--- src/design/lsaf_pkg.sv ---
// ----------------------------------------------------------------------------
// lsaf_pkg
// Shared types and constants of the line sensor array feature extractor.
// ----------------------------------------------------------------------------
package lsaf_pkg;

    localparam int SENSOR_COUNT_DEF  = 8;
    localparam int FRACTION_BITS_DEF = 8;

    localparam int RAW_W      = 8;   // raw sample and level width
    localparam int THR_W      = 11;  // line threshold width
    localparam int POS_W      = 3;   // position field width
    localparam int CFG_IDX_W  = 8;
    localparam int CFG_DATA_W = 11;

    // Quotient bits resolved per divider stage
    localparam int DIV_STEP = 4;

    typedef enum logic [CFG_IDX_W-1:0] {
        REG_BLACK_LEVEL          = 8'd0,
        REG_WHITE_LEVEL          = 8'd1,
        REG_BLACK_LINE_THRESHOLD = 8'd2,
        REG_WHITE_LINE_THRESHOLD = 8'd3
    } t_cfg_idx;

    localparam logic [RAW_W-1:0]        BLACK_LEVEL_RST = 8'd0;
    localparam logic [RAW_W-1:0]        WHITE_LEVEL_RST = 8'd255;
    localparam logic signed [THR_W-1:0] BLACK_THR_RST   = 11'sd51;
    localparam logic signed [THR_W-1:0] WHITE_THR_RST   = 11'sd205;

endpackage

--- src/design/lsaf_div.sv ---
// ----------------------------------------------------------------------------
// lsaf_div
// Pipelined unsigned restoring divider, STEP quotient bits per stage.
// ----------------------------------------------------------------------------
module lsaf_div
    import lsaf_pkg::*;
#(
    parameter int NW   = 18,
    parameter int DW   = 9,
    parameter int QB   = 10,
    parameter int STEP = DIV_STEP
) (
    input  logic          i_clk,
    input  logic          i_en,
    input  logic [NW-1:0] i_num,
    input  logic [DW-1:0] i_den,
    output logic [QB-1:0] o_quot,
    output logic          o_ovf    // quotient >= 2**QB
);

    localparam int NST  = (QB + STEP - 1) / STEP;
    localparam int CMPW = NW + DW;

    logic [NW-1:0] r_rem [NST];
    logic [DW-1:0] r_den [NST];
    logic [QB-1:0] r_q   [NST];
    logic          r_ovf [NST];

    logic [NW-1:0] a_rem [NST];
    logic [DW-1:0] a_den [NST];
    logic [QB-1:0] a_q   [NST];
    logic          a_ovf [NST];
    logic [NW-1:0] n_rem [NST];
    logic [QB-1:0] n_q   [NST];

    always_comb begin
        a_rem[0] = i_num;
        a_den[0] = i_den;
        a_q[0]   = '0;
        a_ovf[0] = (CMPW'(i_num) >> QB) >= CMPW'(i_den);
        for (int s = 1; s < NST; s++) begin
            a_rem[s] = r_rem[s-1];
            a_den[s] = r_den[s-1];
            a_q[s]   = r_q[s-1];
            a_ovf[s] = r_ovf[s-1];
        end
    end

    always_comb begin
        int              k;
        logic [CMPW-1:0] rem;
        logic [CMPW-1:0] sub;
        logic [QB-1:0]   q;
        for (int s = 0; s < NST; s++) begin
            rem = CMPW'(a_rem[s]);
            q   = a_q[s];
            for (int j = 0; j < STEP; j++) begin
                k = QB - 1 - s * STEP - j;
                if (k >= 0) begin
                    sub = CMPW'(a_den[s]) << k;
                    if (rem >= sub) begin
                        rem = rem - sub;
                        q   = q | (QB'(1) << k);
                    end
                end
            end
            n_rem[s] = rem[NW-1:0];
            n_q[s]   = q;
        end
    end

    always_ff @(posedge i_clk) begin
        if (i_en) begin
            for (int s = 0; s < NST; s++) begin
                r_rem[s] <= n_rem[s];
                r_q[s]   <= n_q[s];
                r_den[s] <= a_den[s];
                r_ovf[s] <= a_ovf[s];
            end
        end
    end

    assign o_quot = r_q[NST-1];
    assign o_ovf  = r_ovf[NST-1];

endmodule

--- config.mk ---
export PLATFORM = sky130hd
export DESIGN_NAME = lsaf_div
export DESIGN_NICKNAME = d
export VERILOG_FILES = /design/src/design/lsaf_pkg.sv /design/src/design/lsaf_div.sv
export SDC_FILE = /design/constraint.sdc
export NUM_CORES = 1
export LEC_CHECK = 0
export ABC_CLOCK_PERIOD_IN_PS = 17400
export BUFFER_PORTS_ARGS = -buffer_cell sky130_fd_sc_hd__clkbuf_2
export CAP_MARGIN = 5
export CORE_MARGIN = 3
export CORE_UTILIZATION = 30
export CTS_BUF_LIST = sky130_fd_sc_hd__clkbuf_2 sky130_fd_sc_hd__clkbuf_4 sky130_fd_sc_hd__clkbuf_8
export DETAILED_ROUTE_END_ITERATION = 6
export SLEW_MARGIN = 20
export SYNTH_ARGS = -nofsm -noshare
export SYNTH_HDL_FRONTEND = slang
export SYNTH_SLANG_ARGS = --single-unit
--- constraint.sdc ---
create_clock -name i_clk -period 17.4 [get_ports i_clk]
set_input_delay 3.48 -clock i_clk [delete_from_list [all_inputs] [get_ports i_clk]]
set_output_delay 3.48 -clock i_clk [all_outputs]
set_load 0.05 [all_outputs]
Word level (Yosys, flattened, before mapping)
Memory sizes are Yosys's and may differ from the RTL's.
Index checks and enable logic that the tools add are counted.
{"block": "word_totals", "regBits": 0, "ramBits": 114, "inputBits": 29, "output_inout_bits": 11, "wordCells": 47, "n_memories": 4}
{"memory": "r_rem", "depth": 3, "word_bits": 18, "read_ports": 2, "rd_ports_with_merged_regs": 0, "wr": 3, "line_no": "lsaf_div.sv:24", "source": "logic [NW-1:0] r_rem [NST];"}
{"memory": "r_q", "depth": 3, "word_bits": 10, "read_ports": 3, "rd_ports_with_merged_regs": 0, "wr": 3, "line_no": "lsaf_div.sv:26", "source": "logic [QB-1:0] r_q [NST];"}
{"memory": "r_den", "depth": 3, "word_bits": 9, "read_ports": 2, "rd_ports_with_merged_regs": 0, "wr": 3, "line_no": "lsaf_div.sv:25", "source": "logic [DW-1:0] r_den [NST];"}
{"memory": "r_ovf", "depth": 3, "word_bits": 1, "read_ports": 3, "rd_ports_with_merged_regs": 0, "wr": 3, "line_no": "lsaf_div.sv:27", "source": "logic r_ovf [NST];"}
{"block": "classes", "addsub": 10, "n_lt_le_gt_ge": 11, "mux": 22}
{"operator": "two-way mux 27 bit", "count": 7}
{"operator": "two-way mux 18 bit", "count": 3}
{"operator": "greater-or-equal comparator 27 x 11 -> 1 bit", "count": 1}
{"operator": "greater-or-equal comparator 27 x 12 -> 1 bit", "count": 1}
{"operator": "greater-or-equal comparator 27 x 13 -> 1 bit", "count": 1}
{"operator": "greater-or-equal comparator 27 x 15 -> 1 bit", "count": 1}
{"operator": "greater-or-equal comparator 27 x 16 -> 1 bit", "count": 1}
{"operator": "greater-or-equal comparator 27 x 17 -> 1 bit", "count": 1}
{"operator": "greater-or-equal comparator 27 x 9 -> 1 bit", "count": 1}
{"operator": "subtractor 27 x 12 -> 27 bit", "count": 1}
{"operator": "subtractor 27 x 13 -> 27 bit", "count": 1}
{"operator": "subtractor 27 x 16 -> 27 bit", "count": 1}
{"operator": "subtractor 27 x 17 -> 27 bit", "count": 1}
{"operator": "subtractor 18 x 10 -> 19 bit", "count": 1}
{"operator": "subtractor 18 x 14 -> 19 bit", "count": 1}
{"operator": "subtractor 18 x 18 -> 19 bit", "count": 1}
{"operator": "greater-or-equal comparator 18 x 10 -> 1 bit", "count": 1}
{"operator": "greater-or-equal comparator 18 x 14 -> 1 bit", "count": 1}
{"operator": "greater-or-equal comparator 18 bit", "count": 1}
{"operator": "subtractor 18 x 11 -> 18 bit", "count": 1}
{"operator": "subtractor 18 x 15 -> 18 bit", "count": 1}
{"operator": "subtractor 18 x 9 -> 18 bit", "count": 1}
{"operator": "two-way mux 10 bit", "count": 1}
{"operator": "greater-or-equal comparator 8 x 9 -> 1 bit", "count": 1}
{"operator": "9 further kinds", "count": 11}

Depth between registers and ports, before layout
Gate-level depths: netlist of run 1.
An unclocked memory read counts as a cell.
{"block": "depth", "depth_word": 9, "depth_mapped": 53, "mapped_depth_nobuf": 51}

Worst setup path after synthesis of run 1
OpenSTA, ideal clock, no wires.
{"block": "synth_timing", "path_kind": "in2reg", "startpoint": "input i_num[9]", "endpoint": "memory r_rem[0][14], data pin", "setup_time_ns": 0.262, "arrival_ns": 12.516, "required_ns": 17.138, "slack_ns": 4.622, "stages": 52, "path_buffers": 2, "path_cell_list": "inv_1 ha_1 inv_1 fa_1 a21o_1 a21oi_1 o21bai_1 a21o_1 a41oi_1 clkbuf_1 nor2_1 a21oi_1 inv_1 ha_1 nor2b_1 o21ai_0 a21oi_1 o21ai_0 [... 16 more ...] nand2_1 o21ai_0 ha_1 nor2b_1 o21ai_0 a21boi_0 o21ai_0 a21boi_0 o21ai_0 a21boi_0 o21ai_0 nand2b_1 inv_1 o31ai_1 nor2b_1 clkbuf_1 inv_2 mux2_1"}
{"element": "start: declaration", "line_no": "lsaf_div.sv:15", "source": "input logic [NW-1:0] i_num,"}
{"element": "end: declaration", "line_no": "lsaf_div.sv:24"}

==> run_results.csv, run 1 <==
group,metric,value,unit
floorplanning,num_rows,61,
yosys,netlist_instances,972,
sta,fin_setup_tns,0,ps
grt,grt_first_pass_wirelength,34300,um
floorplanning,coreArea,0.0279,mm2
clock_network,clkTransAtPathRegs,90,ps
flow_run,drv_cap,0,
sta,tightest_slew,952,ps
hold_path,holdPathStages,0,
worst_setup_path,crit_path_max_fanout,10,
placement,place_congestion,0.884,
placement,port_buffers,39,
grt,antenna_found_initial,0,
clock_network,cts_buffers,9,
hold_path,hold_end,"r_ovf[0][2]$_DFFE_PP_",
yosys,synth_warnings,0,
sta,period_share,0.771,
floorplanning,start_util,0.306,
route,antenna_left,0,
outcome,outcome,"finished clean",
layout,nets,1141,
floorplanning,io_pins,40,
yosys,ys_types,87,
grt,grt_max_degree,80,
yosys,synth_edf_count,79,
hold_path,hold_path.class,"flop to flop",
worst_setup_path,reg2reg_slack,5920,ps
clock_network,clock_path_buffers,2,
worst_setup_path,rr_endpoint,"r_rem[0][32]$_DFFE_PP_",
clock_network,htreeDepth,3,
route,wire_per_inst,14.7,um
yosys,avgSynthCellArea,8.76,um2
route,routed_via_density,5.12,
yosys,synth_area,0.00852,mm2
clock_network,holdBufCountCts,0,
sta,clock-skew-final,15.1,ps
worst_setup_path,crit_arrival,13540,ps
layout,drive_gt1_frac,0.104,
layout,areaGrowthSynthToFinish,9.43,%
route,routed_wl,20400,um
worst_setup_path,crit_start,"i_den[0]",
grt,grt_overflow_total,0,
sta,max_freq,0.0745,GHz
sta,setup_viol,0,
worst_setup_path,r2r_start,"r_den[0][0]$_DFFE_PP_",
clock_network,clk_latency,370,ps
yosys,synth-seq-area-share,0.279,
hold_path,hp-start,"r_ovf[0][1]$_DFFE_PP_",
grt,first_global_vias,6948,
worst_setup_path,path_class,"input port to flop",
sta,drv_slew,0,
route,drtIter0Drc,487,
clock_network,ctsResizeCount,0,
floorplanning,die_x,174,um
placement,place_inst,1372,
worst_setup_path,start_kind,"input port",
layout,nFillCells,2873,
sta,final-hold-violation-count,0,
sta,min_period,13420,ps
yosys,synthArstFlopShare,0,
clock_network,cts.sinks,79,
route,drc_errors,0,
sta,slew_headroom,0.365,
clock_network,clock-root-buffer,"clkbuf_8",
placement,dp_hpwl,16800,um
yosys,synth-seq-cells,79,
worst_setup_path,rr_worst_depth,41,
route,vias,7114,
yosys,syn_nets,1108,
clock_network,cts_tree,"built",
clock_network,post_cts_buffers,0,
route,dr.pass1.iters,5,
worst_setup_path,cp_common_cell,"o21ai_0",
floorplanning,die_area,0.0304,mm2
worst_setup_path,end_kind,"flop",
worst_setup_path,cp_data_required_time,17520,ps
yosys,ys.flop_type,"edfxtp_1",
worst_setup_path,slowest_stage,"a311o_1",
layout,final_cells,1389,
sta,rsz0062_at_grt,"false",
worst_setup_path,critPathMaxStageDelay,470,ps
grt,grt_usage,0.136,
floorplanning,die_y,174,um
per-stage QoR:
step / utilization / hold WS [ps] / area (um2) / setup slack [ps]
final: 0.335 / 426 / 9320 / 3980
after global routing: 0.334 / 429 / 9320 / 3050
after CTS: 0.334 / 428 / 9320 / 4100
after detailed placement: 0.327 / 405 / 9110 / 3750
after global placement: 0.327 / 401 / 9110 / 4030
after floorplan: - / 400 / 8520 / 4620
metal layers:
metal	track usage	part of all wire	vias to the layer above
met5	0	0	-
met4	0.0485	0.022	0
met3	0.0170	0.032	29
met2	0.234	0.48	125
met1	0.177	0.47	3303
li1	-	-	3657
placed cells by master (no fill, tap or decap), drive strengths merged, types with 11 or more instances in the layout:
| cell | Yosys | layout |
|---|---|---|
| nor2b | 23 | 23 |
| edfxtp | 79 | 79 |
| o21ai | 76 | 76 |
| nor3 | 21 | 21 |
| nor2 | 69 | 69 |
| xor2 | 17 | 17 |
| nor4 | 12 | 12 |
| nand2 | 75 | 75 |
| inv | 94 | 98 |
| o31ai | 16 | 16 |
| nand4 | 15 | 15 |
| a21oi | 75 | 75 |
| nand2b | 18 | 18 |
| a21boi | 14 | 14 |
| and3 | 11 | 11 |
| nand3 | 23 | 23 |
| xnor2 | 36 | 36 |
| o21a | 11 | 11 |
| ha | 98 | 98 |
| clkbuf | 11 | 47 |
| a21o | 17 | 17 |
| mux2 | 22 | 22 |
cells by family (layout without fill, tap and decap cells):
family                   Yosys count  count (layout)  synth area share
AND/OR/NAND/NOR                  305             305             0.184
AO/OA/AOI/OAI                    284             284             0.225
buffers and inverters            114             152            0.0535
adder cells (fa/ha/maj)          107             107             0.165
flip-flops                        79              79             0.279
XOR/XNOR                          53              53            0.0554
multiplexers                      30              30            0.0389
other                              0               1                 0
flip-flops by register name, indices dropped and copies added, names as in the netlist:
name and count:
r_den 18, r_ovf 3, r_rem 36, r_q 22
worst max-delay path, delay by kind of cell:
kind                     cells  cell delay [ps]
AO/OA/AOI/OAI               27             5420
AND/OR/NAND/NOR             11             1890
adder cells (fa/ha/maj)      5             1520
multiplexers                 2              640
buffers and inverters        5              570
layout make-up:
class | count | area [um2] | share of cell area
Clock inverter | 7 | 86.3 | 0.00926
Timing Repair Buffer | 42 | 220 | 0.0236
Clock buffer | 9 | 124 | 0.0133
Multi-Input combinational cell | 779 | 5690 | 0.610
Sequential cell | 79 | 2370 | 0.255
Inverter | 94 | 353 | 0.0379
Tap cell | 378 | 473 | 0.0507
Antenna cell | 1 | 2.50 | 0.000268
cells in the mapped netlist, types with 5 or more instances:
| cell type | n | share of area |
|---|---|---|
| ha_1 | 98 | 0.14 |
| a211oi_1 | 6 | 0.0053 |
| or3_1 | 6 | 0.0044 |
| clkbuf_1 | 11 | 0.0048 |
| nand2_1 | 75 | 0.033 |
| a21boi_0 | 12 | 0.011 |
| o21ai_0 | 69 | 0.041 |
| xor2_1 | 16 | 0.016 |
| fa_1 | 9 | 0.021 |
| nand3_1 | 23 | 0.014 |
| nand2b_1 | 18 | 0.013 |
| a21oi_1 | 75 | 0.044 |
| a31oi_1 | 5 | 0.0037 |
| edfxtp_1 | 79 | 0.28 |
| xnor2_1 | 36 | 0.037 |
| o22ai_1 | 5 | 0.0037 |
| and2_1 | 8 | 0.0059 |
| o31ai_1 | 15 | 0.013 |
| nor2_1 | 67 | 0.030 |
| nor2b_1 | 23 | 0.017 |
| nor4_1 | 11 | 0.0081 |
| o21a_1 | 11 | 0.0097 |
| o211ai_1 | 7 | 0.0062 |
| and3_1 | 9 | 0.0066 |
| nor3_1 | 21 | 0.012 |
| o21ai_1 | 6 | 0.0035 |
| a21o_1 | 17 | 0.015 |
| mux2_2 | 19 | 0.025 |
| inv_1 | 90 | 0.040 |
| mux2i_1 | 8 | 0.0094 |
| nand4_1 | 15 | 0.011 |
| o21bai_1 | 7 | 0.0062 |
how the worst max path moves through the flow:
| stage | to | slack (ps) | depth (start not counted) |
|---|---|---|---|
| floorplan | r_rem[0][14]$_DFFE_PP_ | 4620 | 52 |
| global placement | r_rem[0][14]$_DFFE_PP_ | 4030 | 48 |
| detailed placement | r_rem[0][14]$_DFFE_PP_ | 3750 | 48 |
| CTS | r_rem[0][14]$_DFFE_PP_ | 4100 | 48 |
| global route | r_rem[0][14]$_DFFE_PP_ | 3050 | 51 |
| finish | r_rem[0][14]$_DFFE_PP_ | 3980 | 50 |
Power of run 1 is not shown: default switching activity piles up to over one toggle a cycle in this logic, so the estimate is an artifact.
==> run 2, diff against run 1 <==
- ABC_CLOCK_PERIOD_IN_PS: 17400 -> 13000
- clock period: 17.4 -> 13 ns (I/O delays scaled with it)
==> run 2 against run 1 <==
Against the previous run:
- critical path depth shrank 2
- cell area rose by 0.75%
- register-to-register slack worse by 4700 ps
- first-iteration DRC count rose by 4.9%
- cell count increased by 0.50%
==> run_results.csv, run 2 (same netlist as run 1, synthesis figures left out) <==
group,metric,value,unit
clock_network,clk_latency,370,ps
layout,nFillCells,2903,
clock_network,htreeDepth,3,
flow_run,drv_cap,0,
floorplanning,die_y,174,um
floorplanning,coreArea,0.0279,mm2
layout,regMostFlops,"r_rem",
sta,holdWs,424,ps
sta,setup_viol,0,
floorplanning,die_area,0.0304,mm2
grt,grt_overflow_total,0,
worst_setup_path,crit_path_max_fanout,16,
hold_path,holdPathStages,0,
clock_network,cts_tree,"built",
layout,antenna_cells,0,
sta,final-hold-violation-count,0,
route,drtIter0Drc,511,
worst_setup_path,start_kind,"input port",
clock_network,clock_path_buffers,2,
layout,largest_reg_flops,36,
clock_network,clock-root-buffer,"clkbuf_8",
layout,final_cell_mix,"ha_1 (98), inv_1 (90), edfxtp_1 (79), nand2_1 (75), a21oi_1 (73)",
placement,dp_hpwl,16900,um
worst_setup_path,slowest_stage,"a311o_1",
grt,antenna_found_initial,0,
sta,max_freq,0.0826,GHz
sta,clock-skew-final,9.74,ps
floorplanning,io_pins,40,
worst_setup_path,critPathMaxStageDelay,470,ps
worst_setup_path,crit_arrival,12220,ps
grt,grt_usage,0.136,
placement,place_congestion,0.915,
outcome,outcome,"finished clean",
floorplanning,die_x,174,um
sta,period_share,0.931,
sta,fin_setup_tns,0,ps
worst_setup_path,path_class,"input port to flop",
layout,nets,1149,
sta,tightest_slew,973,ps
clock_network,cts.sinks,79,
route,routed_via_density,5.16,
layout,drive_gt1_frac,0.113,
hold_path,hold_path.class,"flop to flop",
worst_setup_path,rr_worst_depth,37,
layout,largest_registers,"r_rem x36, r_q x22, r_den x18",
route,routed_wl,20700,um
worst_setup_path,path_depth,48,
worst_setup_path,critPathTopFamily,"compound AO/OA/AOI/OAI gates",
route,dr.pass1.iters,5,
route,antenna_left,0,
worst_setup_path,end_kind,"flop",
clock_network,cts_buffers,9,
route,drc_errors,0,
layout,areaGrowthSynthToFinish,10.3,%
clock_network,clkTransAtPathRegs,90,ps
route,wire_per_inst,14.8,um
clock_network,holdBufCountCts,0,
floorplanning,start_util,0.306,
grt,grt_first_pass_wirelength,34000,um
layout,final_common_cell,"ha_1",
placement,port_buffers,39,
sta,drv_slew,0,
sta,min_period,12100,ps
worst_setup_path,cp_data_required_time,13120,ps
grt,first_global_vias,6933,
worst_setup_path,cp_common_cell,"o21ai_0",
sta,rsz0062_at_grt,"false",
route,vias,7200,
grt,grt_max_degree,80,
worst_setup_path,worst-path-buf-inv,6,
sta,slew_headroom,0.351,
floorplanning,num_rows,61,
## run 2: changes by cell type in the layout (fill, tap and decap cells not counted), sizes merged
cell    change
buf         +8
clkinv      -1
inv         +1
diode       -1
## run 2: area by class of cell
| type | count | area [um2] | area share |
|---|---|---|---|
| multi-input cells | 779 | 5700 | 0.607 |
| flip-flops and latches | 79 | 2370 | 0.253 |
| well taps | 378 | 473 | 0.0504 |
| inverters | 94 | 353 | 0.0376 |
| repair buffers | 50 | 280 | 0.0298 |
| clock buffers | 9 | 124 | 0.0132 |
| clock inverters | 7 | 86.3 | 0.00919 |
## run 2: final timing paths
| path | from | end | slack, ps |
|---|---|---|---|
| worst max-delay path | i_den[0] | r_rem[0][8]$_DFFE_PP_ | 900 |
| worst min-delay path | r_ovf[0][0]$_DFFE_PP_ | r_ovf[0][1]$_DFFE_PP_ | 420 |
| worst max register to register | r_den[0][1]$_DFFE_PP_ | r_rem[0][32]$_DFFE_PP_ | 1230 |
| worst min register to register | r_ovf[0][0]$_DFFE_PP_ | r_ovf[0][1]$_DFFE_PP_ | 420 |
## run 2: repair_timing
item                       4_1_cts  5_1_grt
gates resized for setup          0        4
setup endpoints to repair        0        9
setup buffers                    0        3
## run 2: metrics by stage
step | std cells | setup slack [ps] | area [um2] | utilization
CTS | 1393 | 835 | 9360 | 0.336
global route | 1396 | 24.9 | 9390 | 0.337
detailed placement | 1377 | 485 | 9150 | 0.328
global placement | 1377 | 689 | 9150 | 0.328
finish | 1396 | 898 | 9390 | 0.337
floorplan | 972 | 1100 | 8520 | -
## run 2: routing by layer
layer | share of wire | vias up | track usage | wire (um)
li1 | - | 3679 | - | -
met1 | 0.47 | 3349 | 0.174 | 9730
met2 | 0.47 | 136 | 0.233 | 9750
met3 | 0.032 | 36 | 0.0205 | 654
met4 | 0.025 | 0 | 0.0485 | 523
met5 | 0 | - | 0 | 0
Power of run 2 is left out for the same reason.
==> run 3, diff against run 2 <==
- GPL_TIMING_DRIVEN: default -> 0
- REMOVE_ABC_BUFFERS: default -> 1
- SLEW_MARGIN: 20 -> default
==> run 3 against run 2 <==
Against the previous run:
- sequential cell count stayed put
- critical path depth stayed put
- count of clock-buffer cells in the layout stayed put
- largest cell class unchanged
- highest routed layer unchanged
==> run_results.csv, run 3 (same netlist as run 1, synthesis figures left out) <==
group,metric,value,unit
outcome,outcome,"finished clean",
worst_setup_path,slowest_stage,"a311o_1",
layout,seq_area,0.00237,mm2
grt,grt_usage,0.134,
route,antenna_left,0,
sta,setup_viol,0,
sta,fin_setup_tns,0,ps
worst_setup_path,cp_data_required_time,13130,ps
placement,place_inst,1370,
sta,slew_headroom,0.535,
layout,antenna_cells,0,
layout,final_cell_mix,"ha_1 (98), inv_1 (89), edfxtp_1 (79), nand2_1 (75), a21oi_1 (73)",
clock_network,cts_tree,"built",
worst_setup_path,rr_endpoint,"r_rem[0][32]$_DFFE_PP_",
sta,setup_slack,1010,ps
layout,largest_registers,"r_rem x36, r_q x22, r_den x18",
clock_network,clk_latency,370,ps
worst_setup_path,crit_arrival,12110,ps
layout,multi_input_area,0.00575,mm2
route,routed_via_density,5.12,
sta,final-hold-violation-count,0,
floorplanning,io_pins,40,
flow_run,drv_cap,0,
floorplanning,die_x,174,um
route,dr.pass1.iters,5,
layout,nFillCells,2866,
floorplanning,die_area,0.0304,mm2
grt,first_global_vias,7001,
clock_network,htreeDepth,3,
grt,grt_first_pass_wirelength,33800,um
route,vias,7178,
worst_setup_path,reg2reg_slack,1290,ps
clock_network,holdBufCountCts,0,
grt,grt_overflow_total,0,
clock_network,clock_path_buffers,2,
worst_setup_path,cp_common_cell,"o21ai_0",
clock_network,cts.sinks,79,
floorplanning,die_y,174,um
clock_network,clkTransAtPathRegs,90,ps
layout,regMostFlops,"r_rem",
worst_setup_path,rr_worst_depth,38,
placement,dp_hpwl,16700,um
floorplanning,coreArea,0.0279,mm2
hold_path,hp-start,"r_q[0][6]$_DFFE_PP_",
grt,grt_max_degree,58,
sta,clock-skew-final,13.6,ps
layout,nets,1156,
worst_setup_path,critPathMaxStageDelay,480,ps
route,drc_errors,0,
layout,final_cells,1403,
route,routed_wl,20400,um
sta,min_period,11990,ps
placement,port_buffers,39,
clock_network,cts_buffers,9,
worst_setup_path,end_kind,"flop",
sta,tightest_slew,688,ps
clock_network,clock-root-buffer,"clkbuf_8",
worst_setup_path,path_class,"input port to flop",
grt,antenna_found_initial,0,
floorplanning,start_util,0.306,
worst_setup_path,crit_path_max_fanout,10,
sta,drv_slew,0,
placement,dpl_worst_slack,-1110,ps
layout,final_common_cell,"ha_1",
layout,largest_reg_flops,36,
placement,place_congestion,0.890,
floorplanning,num_rows,61,
route,drtIter0Drc,467,
worst_setup_path,start_kind,"input port",
sta,period_share,0.922,
layout,drive_gt1_frac,0.126,
worst_setup_path,crit_start,"i_den[0]",
layout,areaGrowthSynthToFinish,11.7,%
sta,max_freq,0.0834,GHz
worst_setup_path,r2r_start,"r_den[0][1]$_DFFE_PP_",
worst_setup_path,cp-endpoint,"r_rem[0][12]$_DFFE_PP_",
route,wire_per_inst,14.5,um
hold_path,hold_path.class,"flop to flop",
[run 3: stage by stage]
stage | instance area, um2 | hold slack, ps | util
floorplan | 8410 | 400 | -
global placement | 9080 | 402 | 0.326
detailed placement | 9120 | 405 | 0.327
CTS | 9350 | 427 | 0.336
global route | 9520 | 435 | 0.342
finish | 9520 | 426 | 0.342
[run 3: final cells by class]
class	instances	area share
clock inverters	7	0.00907
inverters	94	0.0375
flip-flops and latches	79	0.249
well taps	378	0.0497
repair buffers	57	0.0375
multi-input cells	779	0.604
clock buffers	9	0.0130
[run 3: what timing repair did]
| action | 4_1_cts | 5_1_grt |
|---|---|---|
| hold endpoints to repair | 0 | 0 |
| setup buffers | 0 | 16 |
| endpoints found under the setup margin | 12 | 17 |
| resized for setup | 3 | 13 |
| pin swaps | 0 | 3 |
[run 3: how the worst min path moves through the flow]
stage	endpoint	slack (ps)	cells past startpoint
global route	r_q[0][18]$_DFFE_PP_	430	0
detailed placement	r_q[0][16]$_DFFE_PP_	400	0
CTS	r_q[0][18]$_DFFE_PP_	430	0
floorplan	r_ovf[0][1]$_DFFE_PP_	400	0
finish	r_q[0][16]$_DFFE_PP_	430	0
global placement	r_q[0][23]$_DFFE_PP_	400	0
[run 3: critical path: cells and delay by family]
kind / cells / cell delay [ps]
buf+inv: 7 / 920
fa+ha+maj: 5 / 1570
mux: 3 / 970
simple gates: 8 / 1200
compound gates: 25 / 4810
[run 3: metal layers]
metal / up-vias / part of all wire / routed length [um] / track usage
met5: - / 0 / 0 / 0
met4: 0 / 0.013 / 272 / 0.0299
met3: 22 / 0.031 / 631 / 0.0216
met2: 119 / 0.48 / 9840 / 0.234
met1: 3347 / 0.47 / 9640 / 0.174
li1: 3690 / - / - / -
Power of run 3 is left out for the same reason.
